### src/rtl/mau_pkg.sv
// mau_pkg: shared types and constants of the modular arithmetic unit
// opcodes, sequencer states, adder control struct and default widths
// no dependencies
`timescale 1ns / 1ps
`default_nettype none

package mau_pkg;

   // default residue and exponent widths
   localparam int RESIDUE_WIDTH_DEF  = 30;
   localparam int EXPONENT_WIDTH_DEF = 31;

   // request field widths
   localparam int OP_WIDTH      = 4;
   localparam int OPERAND_WIDTH = 32;

   // modulus after reset
   localparam longint unsigned MODULUS_RESET = 64'd998244353;

   typedef enum logic [OP_WIDTH-1:0] {
      OP_ADD    = 4'd0,
      OP_SUB    = 4'd1,
      OP_MUL    = 4'd2,
      OP_DIV    = 4'd3,
      OP_POW    = 4'd4,
      OP_INV    = 4'd5,
      OP_INC    = 4'd6,
      OP_DEC    = 4'd7,
      OP_REDUCE = 4'd8
   } op_type;

   typedef enum logic [3:0] {
      ST_IDLE,
      ST_RED,
      ST_NEG,
      ST_OPER,
      ST_MUL_DBL,
      ST_MUL_ADD,
      ST_MUL_END,
      ST_POW_BIT,
      ST_FINISH
   } state_type;

   // what follows a finished modular multiplication
   typedef enum logic [1:0] {
      RET_SQR,
      RET_MULB,
      RET_FINAL
   } ret_type;

   // control of the shared modular adder
   typedef struct packed {
      logic sub;
      logic cin;
   } modop_type;

endpackage

`default_nettype wire

### src/rtl/modular_arithmetic_unit.sv
// a request runs bit-serial reduction of each operand, a negation per negative operand, one
// operation step and a finish step; with modulus below two it goes straight to finish
// mul adds a shift-and-add multiplication, pow/inv a square-and-multiply loop, and div one
// multiplication more after the inversion
// throughput: one request in flight; a waiting response only holds the sequencer at its finish
// synchronous active-high reset clears the sequencer and response valid, loads modulus 998244353
`timescale 1ns / 1ps
`default_nettype none

module modular_arithmetic_unit
   import mau_pkg::*;
#(
   parameter int RESIDUE_WIDTH  = RESIDUE_WIDTH_DEF,
   parameter int EXPONENT_WIDTH = EXPONENT_WIDTH_DEF
) (
   input  wire  logic                clock,
   input  wire  logic                reset,
   // request channel
   input  wire  logic                req_tvalid,
   output logic                      req_tready,
   input  wire  logic [63:0]         req_tdata,   // operand_a [31:0], operand_b [63:32]
   input  wire  logic [OP_WIDTH-1:0] req_tuser,   // op [3:0]
   // response channel
   output logic                      rsp_tvalid,
   input  wire  logic                rsp_tready,
   output logic [((RESIDUE_WIDTH+7)/8)*8-1:0] rsp_tdata, // result [RESIDUE_WIDTH-1:0], zeros above
   output logic                      rsp_tuser,   // status [0]
   // modulus register write
   input  wire  logic                csr_tvalid,
   output logic                      csr_tready,
   input  wire  logic [((RESIDUE_WIDTH+7)/8)*8-1:0] csr_tdata  // modulus [RESIDUE_WIDTH-1:0]
);

   localparam int RW     = RESIDUE_WIDTH;
   localparam int RSP_DW = ((RESIDUE_WIDTH + 7) / 8) * 8;
   // a nonnegative 32-bit exponent never has more than 31 live bits
   localparam int EW_EFF = (EXPONENT_WIDTH < OPERAND_WIDTH - 1) ? EXPONENT_WIDTH
                                                                  : OPERAND_WIDTH - 1;
   // exponent register also holds modulus minus two
   localparam int XW     = (EW_EFF > RW) ? EW_EFF : RW;
   localparam int XCW    = $clog2(XW + 1);
   localparam int MAXC   = (OPERAND_WIDTH > RW) ? OPERAND_WIDTH : RW;
   localparam int CW     = $clog2(MAXC + 1);
   localparam logic [RW-1:0] MOD_RST = RW'(MODULUS_RESET);

   // request fields
   op_type                   req_op;
   logic [OPERAND_WIDTH-1:0] req_a;
   logic [OPERAND_WIDTH-1:0] req_b;
   logic [OPERAND_WIDTH-1:0] req_a_mag;
   logic [OPERAND_WIDTH-1:0] b_mag;

   // sequencer and datapath registers
   state_type                state_ff,     state_in;
   ret_type                  ret_ff,       ret_in;
   op_type                   op_ff,        op_in;
   logic [OPERAND_WIDTH-1:0] b_raw_ff,     b_raw_in;
   logic [OPERAND_WIDTH-1:0] mag_ff,       mag_in;
   logic                     neg_ff,       neg_in;
   logic                     sel_b_ff,     sel_b_in;
   logic [CW-1:0]            cnt_ff,       cnt_in;
   logic [RW-1:0]            a_ff,         a_in;
   logic [RW-1:0]            b_ff,         b_in;
   logic [RW-1:0]            acc_ff,       acc_in;
   logic [RW-1:0]            x_ff,         x_in;
   logic [RW-1:0]            y_ff,         y_in;
   logic [RW-1:0]            r_ff,         r_in;
   logic [RW-1:0]            base_ff,      base_in;
   logic [XW-1:0]            exp_ff,       exp_in;
   logic [XCW-1:0]           exp_cnt_ff,   exp_cnt_in;
   logic                     seen_ff,      seen_in;
   logic [RW-1:0]            res_ff,       res_in;
   logic                     status_ff,    status_in;
   logic                     rsp_valid_ff, rsp_valid_in;
   logic [RW-1:0]            rsp_res_ff,   rsp_res_in;
   logic                     rsp_stat_ff,  rsp_stat_in;
   logic [RW-1:0]            modulus_ff,   modulus_in;

   // shared modular adder
   modop_type     ua_ctl;
   logic [RW-1:0] ua_x;
   logic [RW-1:0] ua_y;
   logic [RW-1:0] ua_sum;

   assign req_op    = op_type'(req_tuser);
   assign req_a     = req_tdata[OPERAND_WIDTH-1:0];
   assign req_b     = req_tdata[2*OPERAND_WIDTH-1:OPERAND_WIDTH];
   // two's complement magnitude; the most negative value maps to 2^31 exactly
   assign req_a_mag = req_a[OPERAND_WIDTH-1] ? (~req_a + 1'b1) : req_a;
   assign b_mag     = b_raw_ff[OPERAND_WIDTH-1] ? (~b_raw_ff + 1'b1) : b_raw_ff;

   assign req_tready = (state_ff == ST_IDLE);
   assign csr_tready = 1'b1;
   assign rsp_tvalid = rsp_valid_ff;
   assign rsp_tdata  = RSP_DW'(rsp_res_ff);
   assign rsp_tuser  = rsp_stat_ff;

   mau_modadd #(
      .WIDTH (RW)
   ) u_modadd (
      .ctl     (ua_ctl),
      .modulus (modulus_ff),
      .x       (ua_x),
      .y       (ua_y),
      .sum     (ua_sum)
   );

   // operand selection for the shared adder
   always_comb begin
      ua_ctl = '{sub: 1'b0, cin: 1'b0};
      ua_x   = acc_ff;
      ua_y   = acc_ff;
      unique case (state_ff)
         ST_RED: begin
            // shift one magnitude bit into the residue: 2*acc + bit
            ua_ctl.cin = mag_ff[OPERAND_WIDTH-1];
         end
         ST_NEG: begin
            // negative operand: 0 - residue
            ua_ctl.sub = 1'b1;
            ua_x       = '0;
         end
         ST_OPER: begin
            ua_x = a_ff;
            ua_y = b_ff;
            unique case (op_ff)
               OP_SUB: ua_ctl.sub = 1'b1;
               OP_INC: begin
                  ua_y       = '0;
                  ua_ctl.cin = 1'b1;
               end
               OP_DEC: begin
                  ua_y       = RW'(1);
                  ua_ctl.sub = 1'b1;
               end
               default: ;
            endcase
         end
         ST_MUL_ADD: ua_y = x_ff;
         default: ;
      endcase
   end

   // sequencer
   always_comb begin
      logic store;

      store        = 1'b0;
      state_in     = state_ff;
      ret_in       = ret_ff;
      op_in        = op_ff;
      b_raw_in     = b_raw_ff;
      mag_in       = mag_ff;
      neg_in       = neg_ff;
      sel_b_in     = sel_b_ff;
      cnt_in       = cnt_ff;
      a_in         = a_ff;
      b_in         = b_ff;
      acc_in       = acc_ff;
      x_in         = x_ff;
      y_in         = y_ff;
      r_in         = r_ff;
      base_in      = base_ff;
      exp_in       = exp_ff;
      exp_cnt_in   = exp_cnt_ff;
      seen_in      = seen_ff;
      res_in       = res_ff;
      status_in    = status_ff;
      rsp_valid_in = rsp_valid_ff & ~rsp_tready;
      rsp_res_in   = rsp_res_ff;
      rsp_stat_in  = rsp_stat_ff;
      modulus_in   = (csr_tvalid && csr_tready) ? csr_tdata[RW-1:0] : modulus_ff;

      unique case (state_ff)
         ST_IDLE: begin
            if (req_tvalid) begin
               op_in     = req_op;
               b_raw_in  = req_b;
               mag_in    = req_a_mag;
               neg_in    = req_a[OPERAND_WIDTH-1];
               sel_b_in  = 1'b0;
               acc_in    = '0;
               cnt_in    = CW'(OPERAND_WIDTH);
               res_in    = '0;
               status_in = 1'b0;
               // modulus zero or one: every request answers zero
               state_in  = (modulus_ff < RW'(2)) ? ST_FINISH : ST_RED;
            end
         end

         ST_RED: begin
            acc_in = ua_sum;
            mag_in = mag_ff << 1;
            cnt_in = cnt_ff - 1'b1;
            if (cnt_ff == CW'(1)) begin
               if (neg_ff) begin
                  state_in = ST_NEG;
               end else begin
                  store = 1'b1;
               end
            end
         end

         ST_NEG: store = 1'b1;

         ST_OPER: begin
            unique case (op_ff)
               OP_ADD, OP_SUB, OP_INC, OP_DEC: begin
                  res_in   = ua_sum;
                  state_in = ST_FINISH;
               end
               OP_REDUCE: begin
                  res_in   = a_ff;
                  state_in = ST_FINISH;
               end
               OP_MUL: begin
                  x_in     = a_ff;
                  y_in     = b_ff;
                  acc_in   = '0;
                  cnt_in   = CW'(RW);
                  ret_in   = RET_FINAL;
                  state_in = ST_MUL_DBL;
               end
               OP_POW, OP_INV, OP_DIV: begin
                  r_in       = RW'(1);
                  seen_in    = 1'b0;
                  exp_cnt_in = XCW'(XW);
                  state_in   = ST_POW_BIT;
                  if (op_ff == OP_POW) begin
                     base_in = a_ff;
                     exp_in  = XW'(b_raw_ff[EW_EFF-1:0]);
                     if (b_raw_ff[OPERAND_WIDTH-1]) begin
                        // negative exponent
                        res_in    = '0;
                        status_in = 1'b1;
                        state_in  = ST_FINISH;
                     end
                  end else begin
                     // fermat: base^(modulus - 2)
                     base_in = (op_ff == OP_DIV) ? b_ff : a_ff;
                     exp_in  = XW'(modulus_ff - RW'(2));
                  end
               end
               default: begin
                  res_in   = '0;
                  state_in = ST_FINISH;
               end
            endcase
         end

         // msb-first shift and add, one adder pass per cycle
         ST_MUL_DBL: begin
            acc_in = ua_sum;
            if (y_ff[RW-1]) begin
               state_in = ST_MUL_ADD;
            end else begin
               y_in   = y_ff << 1;
               cnt_in = cnt_ff - 1'b1;
               if (cnt_ff == CW'(1)) begin
                  state_in = ST_MUL_END;
               end
            end
         end

         ST_MUL_ADD: begin
            acc_in   = ua_sum;
            y_in     = y_ff << 1;
            cnt_in   = cnt_ff - 1'b1;
            state_in = (cnt_ff == CW'(1)) ? ST_MUL_END : ST_MUL_DBL;
         end

         ST_MUL_END: begin
            unique case (ret_ff)
               RET_SQR: begin
                  r_in = acc_ff;
                  if (exp_ff[XW-1]) begin
                     x_in     = acc_ff;
                     y_in     = base_ff;
                     acc_in   = '0;
                     cnt_in   = CW'(RW);
                     ret_in   = RET_MULB;
                     state_in = ST_MUL_DBL;
                  end else begin
                     exp_in     = exp_ff << 1;
                     exp_cnt_in = exp_cnt_ff - 1'b1;
                     state_in   = ST_POW_BIT;
                  end
               end
               RET_MULB: begin
                  r_in       = acc_ff;
                  exp_in     = exp_ff << 1;
                  exp_cnt_in = exp_cnt_ff - 1'b1;
                  state_in   = ST_POW_BIT;
               end
               RET_FINAL: begin
                  res_in   = acc_ff;
                  state_in = ST_FINISH;
               end
               default: state_in = ST_FINISH;
            endcase
         end

         // square-and-multiply, msb first, leading zero bits skipped
         ST_POW_BIT: begin
            if (exp_cnt_ff == '0) begin
               if (op_ff == OP_DIV) begin
                  x_in     = a_ff;
                  y_in     = r_ff;
                  acc_in   = '0;
                  cnt_in   = CW'(RW);
                  ret_in   = RET_FINAL;
                  state_in = ST_MUL_DBL;
               end else begin
                  res_in   = r_ff;
                  state_in = ST_FINISH;
               end
            end else if (!seen_ff && !exp_ff[XW-1]) begin
               exp_in     = exp_ff << 1;
               exp_cnt_in = exp_cnt_ff - 1'b1;
            end else begin
               seen_in  = 1'b1;
               x_in     = r_ff;
               y_in     = r_ff;
               acc_in   = '0;
               cnt_in   = CW'(RW);
               ret_in   = RET_SQR;
               state_in = ST_MUL_DBL;
            end
         end

         ST_FINISH: begin
            // wait for the response register to free up
            if (!rsp_valid_ff || rsp_tready) begin
               rsp_valid_in = 1'b1;
               rsp_res_in   = res_ff;
               rsp_stat_in  = status_ff;
               state_in     = ST_IDLE;
            end
         end

         default: state_in = ST_IDLE;
      endcase

      // residue of an operand is complete
      if (store) begin
         if (!sel_b_ff) begin
            a_in     = ua_sum;
            sel_b_in = 1'b1;
            mag_in   = b_mag;
            neg_in   = b_raw_ff[OPERAND_WIDTH-1];
            acc_in   = '0;
            cnt_in   = CW'(OPERAND_WIDTH);
            state_in = ST_RED;
         end else begin
            b_in     = ua_sum;
            state_in = ST_OPER;
         end
      end
   end

   always_ff @(posedge clock) begin
      if (reset) begin
         state_ff     <= ST_IDLE;
         rsp_valid_ff <= 1'b0;
         modulus_ff   <= MOD_RST;
      end else begin
         state_ff     <= state_in;
         rsp_valid_ff <= rsp_valid_in;
         modulus_ff   <= modulus_in;
      end
   end

   always_ff @(posedge clock) begin
      ret_ff      <= ret_in;
      op_ff       <= op_in;
      b_raw_ff    <= b_raw_in;
      mag_ff      <= mag_in;
      neg_ff      <= neg_in;
      sel_b_ff    <= sel_b_in;
      cnt_ff      <= cnt_in;
      a_ff        <= a_in;
      b_ff        <= b_in;
      acc_ff      <= acc_in;
      x_ff        <= x_in;
      y_ff        <= y_in;
      r_ff        <= r_in;
      base_ff     <= base_in;
      exp_ff      <= exp_in;
      exp_cnt_ff  <= exp_cnt_in;
      seen_ff     <= seen_in;
      res_ff      <= res_in;
      status_ff   <= status_in;
      rsp_res_ff  <= rsp_res_in;
      rsp_stat_ff <= rsp_stat_in;
   end

endmodule

`default_nettype wire

### src/rtl/mau_modadd.sv
// mau_modadd: shared modular add / subtract unit
// x + y + cin or x - y, folded back into [0, modulus); uses mau_pkg
`timescale 1ns / 1ps
`default_nettype none

module mau_modadd
   import mau_pkg::*;
#(
   parameter int WIDTH = RESIDUE_WIDTH_DEF
) (
   input  wire modop_type        ctl,
   input  wire logic [WIDTH-1:0] modulus,
   input  wire logic [WIDTH-1:0] x,
   input  wire logic [WIDTH-1:0] y,
   output logic      [WIDTH-1:0] sum
);

   logic [WIDTH:0]   y_op;
   logic [WIDTH:0]   raw;
   logic [WIDTH+1:0] less_m;
   logic [WIDTH:0]   plus_m;

   always_comb begin
      // subtract as x + ~y + 1
      y_op   = ctl.sub ? ~{1'b0, y} : {1'b0, y};
      raw    = {1'b0, x} + y_op + {{WIDTH{1'b0}}, (ctl.sub | ctl.cin)};
      less_m = {1'b0, raw} - {2'b00, modulus};
      plus_m = raw + {1'b0, modulus};
      if (ctl.sub) begin
         // sign of the difference sits in the top bit
         sum = raw[WIDTH] ? plus_m[WIDTH-1:0] : raw[WIDTH-1:0];
      end else begin
         sum = less_m[WIDTH+1] ? raw[WIDTH-1:0] : less_m[WIDTH-1:0];
      end
   end

endmodule

`default_nettype wire

### config.mk
export PLATFORM = sky130hd
export DESIGN_NAME = modular_arithmetic_unit
export DESIGN_NICKNAME = d
export VERILOG_FILES = /design/src/rtl/mau_pkg.sv /design/src/rtl/modular_arithmetic_unit.sv /design/src/rtl/mau_modadd.sv
export SDC_FILE = /design/constraint.sdc
export NUM_CORES = 1
export LEC_CHECK = 0
export ABC_AREA = 0
export ABC_CLOCK_PERIOD_IN_PS = 25300
export BUFFER_PORTS_ARGS = -buffer_cell sky130_fd_sc_hd__buf_2
export CAP_MARGIN = 40
export CORE_ASPECT_RATIO = 1.2
export CORE_MARGIN = 10
export CORE_UTILIZATION = 55
export DETAILED_ROUTE_END_ITERATION = 8
export PLACE_DENSITY = 0.72
export SLEW_MARGIN = 10
export SYNTH_ARGS = -nofsm -noshare
export SYNTH_HDL_FRONTEND = slang
export SYNTH_SLANG_ARGS = --single-unit
### constraint.sdc
create_clock -name clock -period 25.3 [get_ports clock]
set_input_delay 1.265 -clock clock [delete_from_list [all_inputs] [get_ports clock]]
set_output_delay 1.265 -clock clock [all_outputs]
set_load 0.02 [all_outputs]
==> results.json <==
{
  "initial_utilization_pct": 55.4,
  "cp-start-kind": "flip-flop",
  "drive_gt1_share_pct": 11.9,
  "synth_edf_count": 317,
  "rows": 86,
  "drtIter0Drc": 2218,
  "power_uw": 3190,
  "tritoncts": "done",
  "post-route-util_pct": 61.7,
  "ys_seq_area_share_pct": 45.7,
  "io_pins": 141,
  "async_flop_share_pct": 0,
  "synth_top_area_share_pct": 37.5,
  "grt_pass1_vias": 21682,
  "dpl_worst_slack_ns": 15.58,
  "ys.flop_type": "edfxtp_1",
  "relSlewSlack_pct": 38.3,
  "cts_resized": 0,
  "grt_pass1_wl_mm": 125,
  "syn_to_final_growth_pct": 11.3,
  "fmaxAchievable_mhz": 101,
  "combPwrFrac_pct": 49.2,
  "yosys.area.top_type": "edfxtp_1",
  "period_needed_ns": 9.93,
  "hold_path.class": "reg -> reg",
  "via_per_inst": 6.52,
  "cts_sinks": 422,
  "syn_avg_cell_area_um2": 9.48,
  "grt_overflow": 0,
  "intPower_uw": 1820,
  "root_buffer": "clkbuf_16",
  "rsz0062_at_grt": "false",
  "cts_buffers": 44,
  "gp_congestion": 0.958,
  "p_seq_share_pct": 30.3,
  "ir_worst_vdd_mv": 0.0714,
  "firstDrtPassIters": 6,
  "grt_util_all_layers_pct": 28.5,
  "netlist_instances": 2681,
  "hpwl_mm": 58.1,
  "vias": 22165,
  "routed_wl_mm": 81.9,
  "power.net_switching_uw": 1370,
  "routedWlPerCell_um": 24.1,
  "path_clk_slew_ns": 0.07,
  "required_ns": 25.56,
  "critPathMaxStageDelay_ns": 0.76,
  "fp.coreArea_um2": 45800,
  "fp.dieArea_um2": 55200,
  "outcome": "finished clean",
  "path_class": "reg -> reg",
  "crit_fanout": 29,
  "min_from": "res_ff[25]",
  "finClkSkew_ns": 0.0159,
  "clk_latency_ns": 0.59,
  "post-route-period-util_pct": 39.3,
  "syn_area_um2": 25400,
  "tightest_slew_ns": 0.925,
  "rr_startpoint": "state_ff[3]",
  "place_area_um2": 26800,
  "fp.dieW_um": 216,
  "antenna_found_initial": 0,
  "critPathBufInv": 2,
  "diodes": 0,
  "yosysWarningCount": 0,
  "n_fill_cell": 3917,
  "power_density_nw_per_um2": 113,
  "critPathSlowestCell": "a221oi_1",
  "hold_buffers": 0,
  "drv_cap": 0,
  "die_h_um": 255,
  "leakagePower_uw": 0.0109,
  "drtAntennaViolNets": 0,
  "crit_arrival_ns": 10.19,
  "cp_top_family": "compound AO/OA/AOI/OAI gates",
  "fin_tns_setup_ns": 0,
  "yosysMostFrequentCell": "edfxtp_1",
  "yosys-top-cells-area": "edfxtp_1, dfxtp_1, ha_1",
  "fin_ws_ns": 15.37,
  "drc": 0,
  "cts_setup_buffers": 0,
  "nets": 2955,
  "io_buffers": 135,
  "h-tree-depth": 2,
  "clockPowerShare_pct": 20.4,
  "end_kind": "flip-flop",
  "ys_seq_elements": 422,
  "postLayoutCellArea_um2": 28300,
  "p_sw_share_pct": 43.0,
  "slew_violations": 0,
  "setup_violations": 0,
  "ys_types": 79,
  "crit_path_start": "state_ff[3]",
  "critPathMostFrequentCell": "o21ai_0",
  "grt_max_degree": 65,
  "synthTopCellsByCount": "edfxtp_1, nand2_1, nor2_1",
  "hold_viol": 0,
  "clockBufferDepth": 3
}
metrics by stage:
step                hold WS (ns)  instances
floorplan                  0.400       2682
global placement           0.401       3306
detailed placement         0.405       3318
CTS                        0.419       3399
global route               0.423       3401
finish                     0.420       3401
kinds of logic after synthesis:
kind of cell / share of synthesized area, %
mux: 2.99
flops: 45.7
simple gates: 14.6
buf+inv: 4.35
fa+ha+maj: 5.04
other cells: 0.0295
xor+xnor: 6.00
compound gates: 21.3
path summary, 6_finish.rpt:
kind	slack, ns	cells past startpoint	endpoint
max	15.37	25	res_ff[15]
min	0.42	0	rsp_res_ff[25]
max reg2reg	15.37	25	res_ff[15]
min reg2reg	0.42	0	rsp_res_ff[25]
layout by cell type, fill, tap and decap left out, types with 14 or more instances in the layout:
master and instances:
edfxtp_1 317, nand3_1 41, mux2i_1 40, xnor2_1 120, a31oi_1 18, a221o_1 24, buf_4 37, nand2_1 303
o211ai_1 31, o22ai_1 50, and3_1 26, or4_1 19, o31ai_1 34, clkbuf_16 46, o21a_1 14, a221oi_1 45
o21ai_0 213, nor4_1 16, nor3_1 43, or3_1 23, buf_2 136, a22o_1 18, nand2b_1 28, a222oi_1 42
a21o_1 17, a21oi_1 191, mux2_2 32, dfxtp_1 104, nor2_1 212, nor2b_1 21, xor2_1 54, inv_1 123
ha_1 96
power groups by stage:
stage / registers (uW) / clock network, uW / logic (uW)
finish: 969 / 652 / 1570
CTS: 968 / 657 / 1520
global route: 978 / 684 / 1710
global placement: 978 / 0 / 1480
floorplan: 952 / 0 / 1100
detailed placement: 983 / 0 / 1510
cell type report:
class                   instances  area (um2)  area share [%]
clock buffers                  58        1220            4.30
clock inverters                23         211           0.748
inverters                     127         477            1.69
multi-input cells            1970       12800            45.3
flip-flops and latches        422       11600            41.1
well taps                     616         771            2.73
repair buffers                185        1180            4.16
flip-flops by register name (all words and copies together) (netlist names), 2 cells and up:
name        cells
y_ff           30
base_ff        30
x_ff           30
modulus_ff     30
cnt_ff          6
r_ff           30
res_ff         30
rsp_res_ff     30
state_ff        4
exp_cnt_ff      5
mag_ff         32
b_raw_ff       32
acc_ff         30
exp_ff         31
a_ff           30
op_ff           4
b_ff           30
ret_ff          2
per-layer routing:
layer	up-vias	part of all wire (%)	GRT usage (%)	routed length (um)
li1	10148	-	-	-
met1	10635	39	34.9	31600
met2	1122	48	47.9	39200
met3	260	8.4	4.86	6870
met4	0	5.2	13.6	4250
met5	-	0	0	0
worst register-to-register path, cell delays in order (launching register included):
cell       delay [ns]
dfxtp_1          0.44
or3_1            0.44
nand2b_1         0.37
nor4_4           0.35
buf_4            0.37
a22o_2           0.72
buf_4            0.51
a221oi_1         0.17
fa_1             0.52
fa_1             0.48
nand2b_1         0.18
a21oi_1          0.18
o21ai_0          0.22
a21boi_0         0.43
a21oi_1          0.24
o21ai_0          0.27
xnor2_1          0.24
ha_1             0.58
nand3_1          0.19
nor2b_1          0.30
nand2_1          0.11
a2111oi_0        0.57
o211ai_1         0.19
and2_1           0.40
a221oi_1         0.76
o21ai_0          0.34
(Power assumes the default switching activity.)
